### config.mk
export PLATFORM = sky130hd
export DESIGN_NAME = cfl_time_step_limiter_unit
export DESIGN_NICKNAME = d
export VERILOG_FILES = /design/src/hdl/ctsl_pkg.sv /design/src/hdl/cfl_time_step_limiter_unit.sv /design/src/hdl/ctsl_dp.sv /design/src/hdl/ctsl_ctrl.sv
export VERILOG_INCLUDE_DIRS = /design/src /design/src/hdl
export SDC_FILE = /design/constraint.sdc
export NUM_CORES = 2
export LEC_CHECK = 0
export BUFFER_PORTS_ARGS = -buffer_cell sky130_fd_sc_hd__buf_2
export CAP_MARGIN = 25
export CORE_MARGIN = 1
export CORE_UTILIZATION = 30
export CTS_CLUSTER_SIZE = 12
export DETAILED_ROUTE_END_ITERATION = 8
export GPL_TIMING_DRIVEN = 0
export PLACE_DENSITY_LB_ADDON = 0.15
export RECOVER_POWER = 100
export SYNTH_ARGS = -nofsm -noshare
export SYNTH_HDL_FRONTEND = slang
export SYNTH_HIERARCHICAL = 1
export SYNTH_SLANG_ARGS = --single-unit
### constraint.sdc
create_clock -name clk -period 16.4 [get_ports clk]
set_input_delay 1.64 -clock clk [delete_from_list [all_inputs] [get_ports clk]]
set_output_delay 1.64 -clock clk [all_outputs]
set_load 0.005 [all_outputs]
### src/hdl/assert_macros.svh
// Assertion macros used by the checked module of the time step limiter.
`ifndef ASSERT_MACROS_SVH
`define ASSERT_MACROS_SVH

// Clocked implication check, disabled while reset is applied.
`define CTSL_ASSERT(label, prop, msg) \
	label: assert property (@(posedge clk) disable iff (!arst_n) prop) else $error(msg);

// Check that also holds while reset is applied.
`define CTSL_ASSERT_ALWAYS(label, prop, msg) \
	label: assert property (@(posedge clk) prop) else $error(msg);

`endif

### src/hdl/ctsl_pkg.sv
// Shared types and constants of the CFL time step limiter.
package ctsl_pkg;

	localparam int FRAC_BITS_DEF = 16;
	localparam int CFL_W         = 8;
	localparam int LEN_W         = 32;
	localparam int VEL_W         = 32;
	localparam int FRAME_W       = 16;
	localparam int PROD_W        = CFL_W + LEN_W;
	localparam int NEXT_W        = FRAME_W + 1 + LEN_W;
	localparam int CFG_IDX_W     = 2;

	localparam logic [CFG_IDX_W-1:0] REG_COURANT      = 2'd0;
	localparam logic [CFG_IDX_W-1:0] REG_CELL_LENGTH  = 2'd1;
	localparam logic [CFG_IDX_W-1:0] REG_FRAME_PERIOD = 2'd2;

	localparam logic [CFL_W-1:0] COURANT_RST      = 8'd1;
	localparam logic [LEN_W-1:0] CELL_LENGTH_RST  = 32'd65536;
	localparam logic [LEN_W-1:0] FRAME_PERIOD_RST = 32'd2185;

	typedef struct packed {
		logic load;       // input item accepted
		logic mul;        // form numerator and next frame time
		logic div_step;   // one quotient bit
		logic res_load;   // capture result into output register
	} ctsl_cmd_t;

	typedef struct packed {
		logic div_done;   // current step is the final quotient bit
	} ctsl_status_t;

endpackage

### src/hdl/cfl_time_step_limiter_unit.sv
// Top level of the CFL adaptive time step limiter.
//
// Velocity channel (vel_valid / vel_stall): one signed velocity per item. Items
// without last_sample only fold |velocity| into the running maximum, one per
// cycle unless stalled, and give no result. The last_sample item folds in its
// velocity and starts the step computation from current_time and frame_index.
// Result channel (res_valid / res_stall): one step_length / write_frame item
// per last item. The result sits in an output register, so velocity items of
// the next grid are taken while it waits for the receiver.
// Sequence: a last item passes MUL (numerator and next frame time), then DIV
// (restoring divider, one quotient bit per step over the FRAC_BITS + 40 bit
// numerator), then DONE, which loads the output register behind res_valid.
// vel_stall is high during that whole computation; it stays high further while
// a previous result is still stalled in the output register.
// Config channel (cfg_valid / cfg_ready): always ready; index 0 Courant number,
// 1 cell_length, 2 frame_period; other indexes are ignored.
// Reset: config registers return to 1, 65536 and 2185, the running maximum
// clears and both channels go idle. No clearing pass is needed.
module cfl_time_step_limiter_unit import ctsl_pkg::*; #(
	parameter int FRAC_BITS = FRAC_BITS_DEF
) (
	input  logic                    clk,
	input  logic                    arst_n,
	input  logic                    vel_valid,
	output logic                    vel_stall,
	input  logic signed [VEL_W-1:0] velocity,
	input  logic                    last_sample,
	input  logic [LEN_W-1:0]        current_time,
	input  logic [FRAME_W-1:0]      frame_index,
	output logic                    res_valid,
	input  logic                    res_stall,
	output logic [LEN_W-1:0]        step_length,
	output logic                    write_frame,
	input  logic                    cfg_valid,
	output logic                    cfg_ready,
	input  logic [CFG_IDX_W-1:0]    cfg_index,
	input  logic [LEN_W-1:0]        cfg_data
);

	ctsl_cmd_t    cmd;
	ctsl_status_t status;

	// user sends config writes only while idle, unchecked; port never pushes back
	assign cfg_ready = 1'b1;

	ctsl_ctrl u_ctrl (
		.clk         (clk),
		.arst_n      (arst_n),
		.vel_valid   (vel_valid),
		.vel_stall   (vel_stall),
		.last_sample (last_sample),
		.res_valid   (res_valid),
		.res_stall   (res_stall),
		.status      (status),
		.cmd         (cmd)
	);

	ctsl_dp #(
		.FRAC_BITS (FRAC_BITS)
	) u_dp (
		.clk          (clk),
		.arst_n       (arst_n),
		.cmd          (cmd),
		.status       (status),
		.cfg_we       (cfg_valid && cfg_ready),
		.cfg_index    (cfg_index),
		.cfg_data     (cfg_data),
		.velocity     (velocity),
		.last_sample  (last_sample),
		.current_time (current_time),
		.frame_index  (frame_index),
		.step_length  (step_length),
		.write_frame  (write_frame)
	);

endmodule

### src/hdl/ctsl_dp.sv
// Datapath: running maximum, config registers, multipliers, divider, result register.
module ctsl_dp import ctsl_pkg::*; #(
	parameter int FRAC_BITS = FRAC_BITS_DEF
) (
	input  logic                    clk,
	input  logic                    arst_n,
	input  ctsl_cmd_t               cmd,
	output ctsl_status_t            status,
	input  logic                    cfg_we,
	input  logic [CFG_IDX_W-1:0]    cfg_index,
	input  logic [LEN_W-1:0]        cfg_data,
	input  logic signed [VEL_W-1:0] velocity,
	input  logic                    last_sample,
	input  logic [LEN_W-1:0]        current_time,
	input  logic [FRAME_W-1:0]      frame_index,
	output logic [LEN_W-1:0]        step_length,
	output logic                    write_frame
);

	localparam int NUM_W = PROD_W + FRAC_BITS;
	localparam int CNT_W = $clog2(NUM_W);
	localparam int CMP_W = (NUM_W > NEXT_W) ? NUM_W : NEXT_W;

	logic [CFL_W-1:0]   cfl_q;
	logic [LEN_W-1:0]   cell_q;
	logic [LEN_W-1:0]   period_q;
	logic [VEL_W-1:0]   max_q;
	logic [VEL_W-1:0]   div_q;
	logic               inf_q;
	logic [LEN_W-1:0]   now_q;
	logic [FRAME_W-1:0] frame_q;
	logic [NEXT_W-1:0]  next_q;
	logic [NEXT_W-1:0]  gap_q;
	logic               late_q;
	logic [NUM_W-1:0]   num_q;
	logic [VEL_W-1:0]   rem_q;
	logic [CNT_W-1:0]   cnt_q;

	logic [VEL_W-1:0]   mag;
	logic [VEL_W-1:0]   new_max;
	logic [PROD_W-1:0]  prod;
	logic [NEXT_W-1:0]  next_time;
	logic [VEL_W:0]     shifted;
	logic [VEL_W:0]     diff;
	logic               ge;
	logic               clamp;
	logic [LEN_W-1:0]   quot_sat;
	logic [LEN_W-1:0]   gap_sat;

	// magnitude of the most negative value wraps to 2^31, held exactly unsigned
	assign mag     = velocity[VEL_W-1] ? (VEL_W'(0) - VEL_W'(velocity)) : VEL_W'(velocity);
	assign new_max = (mag > max_q) ? mag : max_q;

	assign prod      = {{LEN_W{1'b0}}, cfl_q} * {{CFL_W{1'b0}}, cell_q};
	assign next_time = NEXT_W'({1'b0, frame_q} + {{FRAME_W{1'b0}}, 1'b1})
	                 * {{(FRAME_W+1){1'b0}}, period_q};

	// restoring division, one quotient bit a cycle
	assign shifted = {rem_q, num_q[NUM_W-1]};
	assign diff    = shifted - {1'b0, div_q};
	assign ge      = shifted >= {1'b0, div_q};

	assign status.div_done = (cnt_q == CNT_W'(NUM_W - 1));

	assign clamp    = inf_q || late_q || (CMP_W'(num_q) > CMP_W'(gap_q));
	assign quot_sat = (|num_q[NUM_W-1:LEN_W]) ? '1 : num_q[LEN_W-1:0];
	assign gap_sat  = (|gap_q[NEXT_W-1:LEN_W]) ? '1 : gap_q[LEN_W-1:0];

	always_ff @(posedge clk or negedge arst_n) begin
		if (!arst_n) begin
			cfl_q    <= COURANT_RST;
			cell_q   <= CELL_LENGTH_RST;
			period_q <= FRAME_PERIOD_RST;
			max_q    <= '0;
		end else begin
			if (cfg_we) begin
				case (cfg_index)
					REG_COURANT:      cfl_q    <= cfg_data[CFL_W-1:0];
					REG_CELL_LENGTH:  cell_q   <= cfg_data;
					REG_FRAME_PERIOD: period_q <= cfg_data;
					default: ;
				endcase
			end
			if (cmd.load) begin
				max_q <= last_sample ? '0 : new_max;
			end
		end
	end

	always_ff @(posedge clk) begin
		if (cmd.load && last_sample) begin
			div_q   <= new_max;
			inf_q   <= (new_max == '0);
			now_q   <= current_time;
			frame_q <= frame_index;
		end
		if (cmd.mul) begin
			next_q <= next_time;
			num_q  <= {prod, {FRAC_BITS{1'b0}}};
			rem_q  <= '0;
			cnt_q  <= '0;
		end
		if (cmd.div_step) begin
			num_q  <= {num_q[NUM_W-2:0], ge};
			rem_q  <= ge ? diff[VEL_W-1:0] : shifted[VEL_W-1:0];
			cnt_q  <= cnt_q + CNT_W'(1);
			// frame gap settles off the division path
			gap_q  <= next_q - NEXT_W'(now_q);
			late_q <= NEXT_W'(now_q) > next_q;
		end
		if (cmd.res_load) begin
			write_frame <= clamp;
			step_length <= clamp ? (late_q ? '0 : gap_sat) : quot_sat;
		end
	end

endmodule

### src/hdl/ctsl_ctrl.sv
// Controller: sequences accept, multiply, divide and result hand-off.
`include "assert_macros.svh"
module ctsl_ctrl import ctsl_pkg::*; (
	input  logic         clk,
	input  logic         arst_n,
	input  logic         vel_valid,
	output logic         vel_stall,
	input  logic         last_sample,
	output logic         res_valid,
	input  logic         res_stall,
	input  ctsl_status_t status,
	output ctsl_cmd_t    cmd
);

	typedef enum logic [1:0] {
		IDLE,
		MUL,
		DIV,
		DONE
	} state_t;

	state_t state_q;
	logic   out_valid_q;
	logic   accept;
	logic   out_free;

	assign vel_stall = (state_q != IDLE);
	assign accept    = vel_valid && !vel_stall;
	assign out_free  = !out_valid_q || !res_stall;
	assign res_valid = out_valid_q;

	assign cmd.load     = accept;
	assign cmd.mul      = (state_q == MUL);
	assign cmd.div_step = (state_q == DIV);
	assign cmd.res_load = (state_q == DONE) && out_free;

	always_ff @(posedge clk or negedge arst_n) begin
		if (!arst_n) begin
			state_q     <= IDLE;
			out_valid_q <= 1'b0;
		end else begin
			case (state_q)
				IDLE: if (accept && last_sample) state_q <= MUL;
				MUL:  state_q <= DIV;
				DIV:  if (status.div_done) state_q <= DONE;
				DONE: if (out_free) state_q <= IDLE;
				default: state_q <= IDLE;
			endcase
			if (cmd.res_load) begin
				out_valid_q <= 1'b1;
			end else if (!res_stall) begin
				out_valid_q <= 1'b0;
			end
		end
	end

	`CTSL_ASSERT(a_res_from_done, $rose(res_valid) |-> $past(state_q == DONE), "result without divide")
	`CTSL_ASSERT(a_div_exit, (state_q == DIV) |=> (state_q == DIV || state_q == DONE), "divide left early")
	`CTSL_ASSERT(a_done_holds, (state_q == DONE && out_valid_q && res_stall) |=> (state_q == DONE), "result overwritten")
	`CTSL_ASSERT_ALWAYS(a_reset_idle, !arst_n |=> (state_q == IDLE && !out_valid_q), "reset not idle")

endmodule
==> metrics list <==
- The worst setup path is launched from a register.
- The checks that failed: max-capacitance violations, max-slew violations.
- approximately 160 I/O pins were placed.
- The clock drives 414 sinks.
- The top cell types in the final layout, fill and taps aside, are inv_1 (939), nand2_1 (658), fa_1 (631).
- Setup bufs post-CTS: 0
* Flip-flop and latch count after synthesis: 414
- After detailed routing, the number of vias per cell comes to 4.791.
* Mean cell area of the mapped netlist: between 9 and 10 um^2
* Met2 wire length: ~70,000 um
- Port Buf Inserts: 154
* Count of routing violations after the opening detailed-route iteration: about 2,100
- Number of library cell types mapped by synthesis: 83
* Max Fclk: just over 100 MHz
* Depth of the CTS H-tree: 2
* Standard-cell row count: 145
- In the routed design, unresolved DRC markers number 0.
- The most used flip-flop cell after synthesis is edfxtp_1.
- For this run, the slowest stage of the critical path takes roughly 800 ps.
- Routed met1 length: ~65,000 um
* Number of failing hold endpoints at the final stage: 0
- At the worst endpoint, the required time is ~17,000 ps.
- CTS hold repair buffers: 0
- CTS tree: done
- The pre-antenna-repair detailed-routing pass consisted of 6 iterations.
- Arr. time, crit path: slightly above 10,000 ps
- Source-to-sink clock delay at the later pin of the worst-skew pair: approximately 660 ps
- MaxCap Viol Count: 10
* Post-route insts no fill: a little over 7,000
- On the critical path the largest part of the delay comes from compound AO/OA/AOI/OAI gates.
- Crit path buffers/inverters: 6
- Synthesis produced a netlist with a net count of around 6,000.
- Summing over every cut layer, the via total after detailed routing is about 35,000.
- STA classifies the critical path endpoint as a register.
- Antenna violations before repair: 6
- Remaining max-slew budget at the tightest pin: -202.0%
- Pin count of the biggest net entering global routing: 73
- Cells with a size suffix above 1 make up around 6.6% of the layout.
- Summing all flip-flop and latch instances after layout gives between 10,000 and 15,000 um^2.
- Outcome: finished with violations
* Leading cell type in the layout, fill and taps excluded: inv_1
- TNS Setup: 0 ps
* Aggregate routed wire length: 149,200 um
* Via count of the first global-routing pass: around 36,000
- Std-Cell Core Area: 156,400 um^2
- Mean routed wirelength per cell: 20.57 um
* Half-perimeter wire length after detailed placement: 123,900 um
- The slowest stage of the critical path is the clkbuf_1 cell.
- Sequential elements use between 20% and 30% of the synthesized area.
- The first global-routing pass estimated approximately 230,000 um of wire.
- RSZ-0062 raised after global routing: no
- GRT Resource Usage Total: about a fifth
- The count of nets left with antenna violations once routing finished came out at 0.
- Post-CTS repair changed the size of 0 cells.
- The filler cells instantiated in the layout total 16,460.
* Chip height: around 400 um
- The root buffer cell chosen for the clock tree is clkbuf_16.
* Cell repeated most along the worst path: fa_1
- The multi-input combinational cells in the finished layout cover a total of between 30,000 and 40,000 um^2.
- Post-placement cell count: between 7,000 and 8,000
- Synthesis handed over a netlist of about 5,000 instances.
- During synthesis, Yosys emitted a total of 6 warnings.
- The cell area that synthesis handed to floorplanning was approximately 47,000 um^2.
- After detailed routing, no signal wire sits above met4.
* Setup Skew: between 40 and 50 ps
* Top fanout value on the critical path: 10
- Slew at the pin closest to its max-slew limit: about 4500 ps
- Max Buffers Root-to-Sink: 3
- Initial standard-cell utilization of the core: a little under a third
- Wire segments on met3 add up to 6602 um in the final route.
- Number of enable flip-flop cells after synthesis: between 300 and 400
* Number of buffers inserted during clock tree synthesis: 50
- Crit share post-route: between 50% and 60%
- Clock period minus final worst setup slack: around 9800 ps
* Final global-route overflow total: 0
- Setup violations remaining at the end of the flow were counted as 0.
- Number of max-slew violations in the final report: between 400 and 500
* Worst min-delay path category: register to register
- After the last flow step, the layout net total stands at between 6,000 and 7,000.
* Total Die Area: between 150,000 and 200,000 um^2
- The die is 398.9 um wide.
- From synthesis to final layout, the design area changed by 10.68%.
- Clock slew at the register clock pins of the worst setup and hold paths: 70 ps
* Synth async-reset ratio: between 20% and 30%
- Routability-driven placement finished with a final weighted congestion of 0.8667.
- The critical path in this run is classified as register to register.
## cell usage after synthesis (90+ instances only)
library cell,number,area (um^2)
mux2_2,90,1013
and2_1,288,1802
dfrtp_1,101,2527
nand2_1,658,2470
nor2_1,153,574.3
xnor2_1,124,1086
clkbuf_1,194,728.2
a21oi_1,171,855.8
a21o_1,112,840.8
inv_1,939,3525
ha_1,336,4204
o21ai_0,111,555.5
fa_1,631,12630
edfxtp_1,307,9219
## worst min-delay path: cells and delay by family (launching register included)
family        cells  cell delay, ps
flops             1             350
simple gates      2             110
## path summary, 6_finish.rpt
| kind | startpoint | end | slack (ps) | cells past startpoint |
|---|---|---|---|---|
| max in group asynchronous | arst_n | u_dp/cfl_q[6] | 9540 | 2 |
| min reg2reg | u_dp/num_q[51] | u_dp/num_q[52] | 550 | 2 |
| max reg2reg | u_dp/frame_q[0] | u_dp/next_q[42] | 6570 | 27 |
| max | u_dp/frame_q[0] | u_dp/next_q[42] | 6570 | 27 |
| min in group asynchronous | arst_n | u_ctrl/res_valid | 1600 | 1 |
| min | u_dp/num_q[51] | u_dp/num_q[52] | 550 | 2 |
## sequential cells by signal, indices dropped and copies added, names as in the netlist, 32 cells and up
register and cells:
u_dp/gap_q 49, u_dp/rem_q 32, u_dp/num_q 56, u_dp/next_q 49
u_dp/max_q 32, u_dp/period_q 32, u_dp/div_q 32, u_dp/cell_q 32
u_dp/step_length 32, u_dp/now_q 32
## per-layer routing
metal	up-vias	global-route usage, %
li1	16220	-
met1	17610	25.18
met2	741	31.69
met3	179	2.653
met4	0	6.691
met5	-	0
## logic make-up after synthesis
group | after synthesis | share of synthesized area [%]
AO/OA/AOI/OAI | 656 | 9.342
XOR/XNOR | 187 | 3.465
adder cells (fa/ha/maj) | 967 | 35.62
buffers and inverters | 1172 | 9.324
flip-flops | 414 | 25.19
multiplexers | 106 | 2.488
other | 1 | 0.007934
AND/OR/NAND/NOR | 1429 | 14.57
## stage by stage
stage	hold WS [ps]	worst slack (ps)	util, %	instance area (um^2)
2_1_floorplan	511.6	9085	-	47260
3_3_place_gp	533.2	6553	32.36	50610
3_5_place_dp	540.6	6730	32.50	50830
4_1_cts	555.5	6700	33.59	52530
5_1_grt	572.3	6087	33.45	52310
6_report	550.6	6569	33.45	52310
## final cells by class
class / instances / area share [%]
Clock buffer: 59 / 2.521
Antenna cell: 3 / 0.01435
Clock inverter: 34 / 0.7247
Tap cell: 2058 / 4.922
Multi-Input combinational cell: 3346 / 59.11
Sequential cell: 414 / 22.76
Inverter: 940 / 6.745
Buffer: 232 / 1.672
Timing Repair Buffer: 166 / 1.538
Power is left out: the tool's default activity adds up to more than one toggle a clock period on the data nets, which glitch-free logic cannot reach.
